`config.mk`:
```
export PLATFORM = sky130hd
export DESIGN_NAME = hswrm_front
export DESIGN_NICKNAME = d
export VERILOG_FILES = /design/src/hw/rtl/hswrm_pkg.sv /design/src/hw/rtl/hswrm_front.sv
export SDC_FILE = /design/constraint.sdc
export NUM_CORES = 1
export LEC_CHECK = 0
export BUFFER_PORTS_ARGS = -buffer_cell sky130_fd_sc_hd__buf_2
export CORE_MARGIN = 5
export CORE_UTILIZATION = 30
export DETAILED_ROUTE_END_ITERATION = 8
export HOLD_SLACK_MARGIN = 0.02
export PLACE_DENSITY = 0.52
export SLEW_MARGIN = 20
export SYNTH_ARGS = -nofsm -noshare
export SYNTH_HDL_FRONTEND = slang
export SYNTH_SLANG_ARGS = --single-unit
```
`constraint.sdc`:
```
create_clock -name clock -period 3.75 [get_ports clock]
set_input_delay 0.375 -clock clock [delete_from_list [all_inputs] [get_ports clock]]
set_output_delay 0.375 -clock clock [all_outputs]
set_load 0.005 [all_outputs]
```
`src/hw/rtl/hswrm_pkg.sv`:
```
// Package for the hashed sliding-window rate meter.
// Holds modes, default sizes and the queue entry type; no dependencies.
`default_nettype none
package hswrm_pkg;
   localparam int BucketCountDefault = 64;
   localparam int WindowDepthDefault = 16;
   localparam int RateWidth = 48;
   localparam int CountWidth = 5;
   localparam logic [63:0] UsecPerSecQ16 = 64'd65536000000;
   localparam logic [47:0] RateMax = 48'hFFFF_FFFF_FFFF;

   typedef enum logic [1:0] {
      MODE_ADD   = 2'd0,
      MODE_QUERY = 2'd1,
      MODE_CLEAR = 2'd2,
      MODE_NONE  = 2'd3
   } mode_type;

   typedef struct packed {
      logic [1:0]  mode;
      logic [31:0] hash_value;
      logic [63:0] time_stamp;
   } cmd_type;
endpackage
`default_nettype wire

```
`src/hw/rtl/hswrm_front.sv`:
```
// Front end: takes request transfers into a two-entry command queue.
// Depends on hswrm_pkg.
`default_nettype none
module hswrm_front (
   input  wire logic             clock,
   input  wire logic             reset,
   input  wire logic             push,
   output logic                  full,
   input  wire hswrm_pkg::cmd_type in_cmd,
   output logic                  cmd_valid,
   output hswrm_pkg::cmd_type    cmd,
   input  wire logic             cmd_take
);
   import hswrm_pkg::*;
   cmd_type    q_ff [2];
   logic [1:0] cnt_ff;
   logic       rd_ff, wr_ff;
   logic       do_push, do_pop;

   assign full      = cnt_ff == 2'd2;
   assign do_push   = push && !full;
   assign do_pop    = cmd_take && cnt_ff != 2'd0;
   assign cmd_valid = cnt_ff != 2'd0;
   assign cmd       = q_ff[rd_ff];

   // queue pointers and storage
   always_ff @(posedge clock) begin
      if (reset) begin
         cnt_ff <= '0; rd_ff <= 1'b0; wr_ff <= 1'b0;
      end else begin
         if (do_push) wr_ff <= !wr_ff;
         if (do_pop)  rd_ff <= !rd_ff;
         cnt_ff <= cnt_ff + {1'b0, do_push} - {1'b0, do_pop};
      end
      if (do_push) q_ff[wr_ff] <= in_cmd;
   end

   assert property (@(posedge clock) disable iff (reset) cnt_ff != 2'd3)
      else $error("command queue count out of range");
   assert property (@(posedge clock) disable iff (reset)
      (cnt_ff == 2'd0) |-> !do_pop) else $error("pop from empty command queue");
   assert property (@(posedge clock) disable iff (reset)
      (do_push && !do_pop) |=> cnt_ff == $past(cnt_ff) + 2'd1)
      else $error("command queue count slip");
endmodule
`default_nettype wire

```
==> impl_metrics.py <==
metrics = {
    "clock_network": {
        "htreeDepth": 1,
        "cts_setup_buffers": 0,
        "clk_latency_ns": 0.49,
        "cts-resized-gates": 0,
        "cts_buffers": 23,
        "clk_pin_slew_worst_paths_ns": 0.06,
        "cts.hold.buffers_added": 0,
        "cts_tree": "built",
        "cts_max_path_buffers": 3,
        "cts-root-buf": "clkbuf_16",
        "cts_num_sinks": 201,
    },
    "power_and_ir_drop": {
        "ir_drop_mv": 0.597,
        "combPwrFrac_pct": 19.9,
        "total_power_mw": 6.17,
        "power_density_nw_per_um2": 653,
        "switching_share_pct": 24.7,
        "leakage_nw": 3.54,
        "p_int_mw": 4.65,
        "p_clk_share_pct": 32.7,
        "p_switching_mw": 1.52,
        "seqPwrFrac_pct": 47.4,
    },
    "placement": {
        "gp_congestion": 0.705,
        "dp_hpwl_um": 9690,
        "placed_cell_area_sq_um": 8780,
        "port-buffer-count": 201,
        "placed_cells": 848,
        "dp_slack_ns": 1.51,
    },
    "grt": {
        "overflow": 0,
        "grt_pass1_wl_um": 22700,
        "grt_max_degree": 56,
        "antenna_found_initial": 1,
        "grt_pass1_vias": 4189,
        "grt_util_all_layers_pct": 10.2,
    },
    "detailed_routing": {
        "antenna_left": 0,
        "drtIter0Drc": 142,
        "viasPerCell": 4.23,
        "drc": 0,
        "routed_wl_um": 14800,
        "drt_pass1_iterations": 4,
        "wl_per_cell_um": 16.7,
        "dr_total_vias": 3762,
    },
    "die": {
        "die_area_sq_um": 27800,
        "initial_core_util_pct": 30.4,
        "die_w_um": 167,
        "rows": 57,
        "pin_count": 202,
        "chipHeight_um": 167,
        "coreArea_sq_um": 24200,
    },
    "cells_and_area": {
        "layout-drive-gt1-share_pct": 59.8,
        "final_nets": 653,
        "area_growth_pct": 28.2,
        "stdcell_area_sq_um": 9460,
        "post-route-util_pct": 39.0,
        "layout.cells.non_filler": 889,
    },
    "yosys": {
        "synth_seq_cells": 201,
        "syn-num-nets": 435,
        "ys_seq_area_share_pct": 81.1,
        "synth.avg_cell_area_sq_um": 22.3,
        "ys.warnings.count": 0,
        "yosys.cell_types.count": 20,
        "synthCells": 331,
        "syn_area_sq_um": 7380,
    },
    "worst_hold_path": {
        "hold_path_class": "primary input to flip-flop",
    },
    "sta": {
        "slew_headroom_pct": 43.1,
        "min_period_over_period_pct": 70.0,
        "tightestPinTransition_ns": 0.853,
        "hold_viol": 0,
        "setup-violations-final": 0,
        "fin_setup_tns_ns": 0,
        "holdWs_ns": 0.0672,
        "max_freq_mhz": 381,
        "fin_crit_ns": 2.63,
        "rsz0062_at_grt": "no",
        "finalWorstSetupSlack_ns": 1.12,
        "maxSlewViolCount": 0,
        "skew_ns": 0.00802,
    },
    "critical_path": {
        "cp_slowest_stage_delay_ns": 0.82,
        "critPathTopFamily": "flip-flops",
        "critPathArrivalTime_ns": 2.25,
        "crit_fanout": 50,
        "cp-end-kind": "output pin",
        "critPathLaunchType": "flip-flop",
        "cp_data_required_time_ns": 3.38,
        "crit_type": "flip-flop to output pin",
        "crit_chain": "buf_12 -> mux2_2 -> buf_2",
        "slowest_stage": "dfxtp_4",
        "path_buf_inv": 2,
    },
    "run": {
        "cap_viol_max_count": 0,
    },
    "run_status": {
        "status": "complete, no violations",
    },
}
[cells in the final DEF, fill, tap and decap left out, types with 4 or more instances in the layout]
master and count:
edfxtp_1 196, clkinv_2 5, mux2_2 78, buf_2 201, mux2_4 20, clkbuf_1 7
dfxtp_1 4, clkbuf_16 23
[cells in the mapped netlist]
library cell / number / area share (%)
edfxtp_1: 196 / 80
mux2_2: 78 / 12
mux2_4: 20 / 4.1
buf_2: 7 / 0.47
dfxtp_1: 5 / 1.4
buf_6: 4 / 0.61
inv_1: 4 / 0.20
nor2_1: 3 / 0.15
ha_1: 2 / 0.34
xnor2_1: 2 / 0.24
a21oi_1: 1 / 0.068
and3_1: 1 / 0.085
nand2_1: 1 / 0.051
nand2b_2: 1 / 0.12
nor2b_1: 1 / 0.085
o21a_1: 1 / 0.10
o21ai_0: 1 / 0.068
or2_2: 1 / 0.085
or3_1: 1 / 0.085
xor2_1: 1 / 0.12
[cell families (layout without fill, tap and decap cells)]
| kind of cell | after synthesis | after routing | share of synthesized area (%) |
|---|---|---|---|
| AND/OR/NAND/NOR | 9 | 9 | 0.662 |
| flip-flops | 201 | 201 | 81.1 |
| XOR/XNOR | 3 | 3 | 0.356 |
| multiplexers | 98 | 98 | 16.0 |
| other | 0 | 1 | 0 |
| AO/OA/AOI/OAI | 3 | 3 | 0.237 |
| adder cells (fa/ha/maj) | 2 | 2 | 0.339 |
| buffers and inverters | 15 | 248 | 1.29 |
[sequential cells by signal, summed over array words and instances (netlist names), named ones only]
register / count
cnt_ff: 2
q_ff: 196
rd_ff: 1
wr_ff: 1
[path summary, 6_finish.rpt]
kind | startpoint | slack, ns | cells after the start | end
max | flip-flop | 1.12 | 3 | cmd[6]
min | in_cmd[45] | 0.07 | 1 | q_ff[0][45]
max reg2reg | cnt_ff[0] | 1.49 | 5 | q_ff[0][91]
min reg2reg | wr_ff | 0.50 | 2 | wr_ff
[power groups by stage]
stage / Clock [mW] / Combinational (mW) / Sequential, mW
3_5_place_dp: 0 / 1.26 / 2.98
5_1_grt: 2.20 / 1.34 / 2.96
2_1_floorplan: 0 / 0.797 / 2.90
4_1_cts: 2.09 / 1.27 / 2.93
6_report: 2.02 / 1.23 / 2.92
3_3_place_gp: 0 / 1.25 / 2.96
[metal layers]
layer / part of all wire [%] / up-vias / global-route usage, %
met3: 7.2 / 37 / 3.39
li1: - / 1747 / -
met5: 0.074 / - / 0
met4: 2.5 / 2 / 3.02
met1: 40 / 1841 / 12.1
met2: 50 / 135 / 17.7
[cell type report]
class                   count  area [sq um]
fillers                  2307         14800
flip-flops and latches    201          5990
multi-input cells         115          1300
repair buffers            204          1070
clock buffers              30           602
well taps                 324           405
clock inverters            10          75.1
inverters                   4          17.5
diodes                      1          2.50
(Power assumes the default switching activity.)
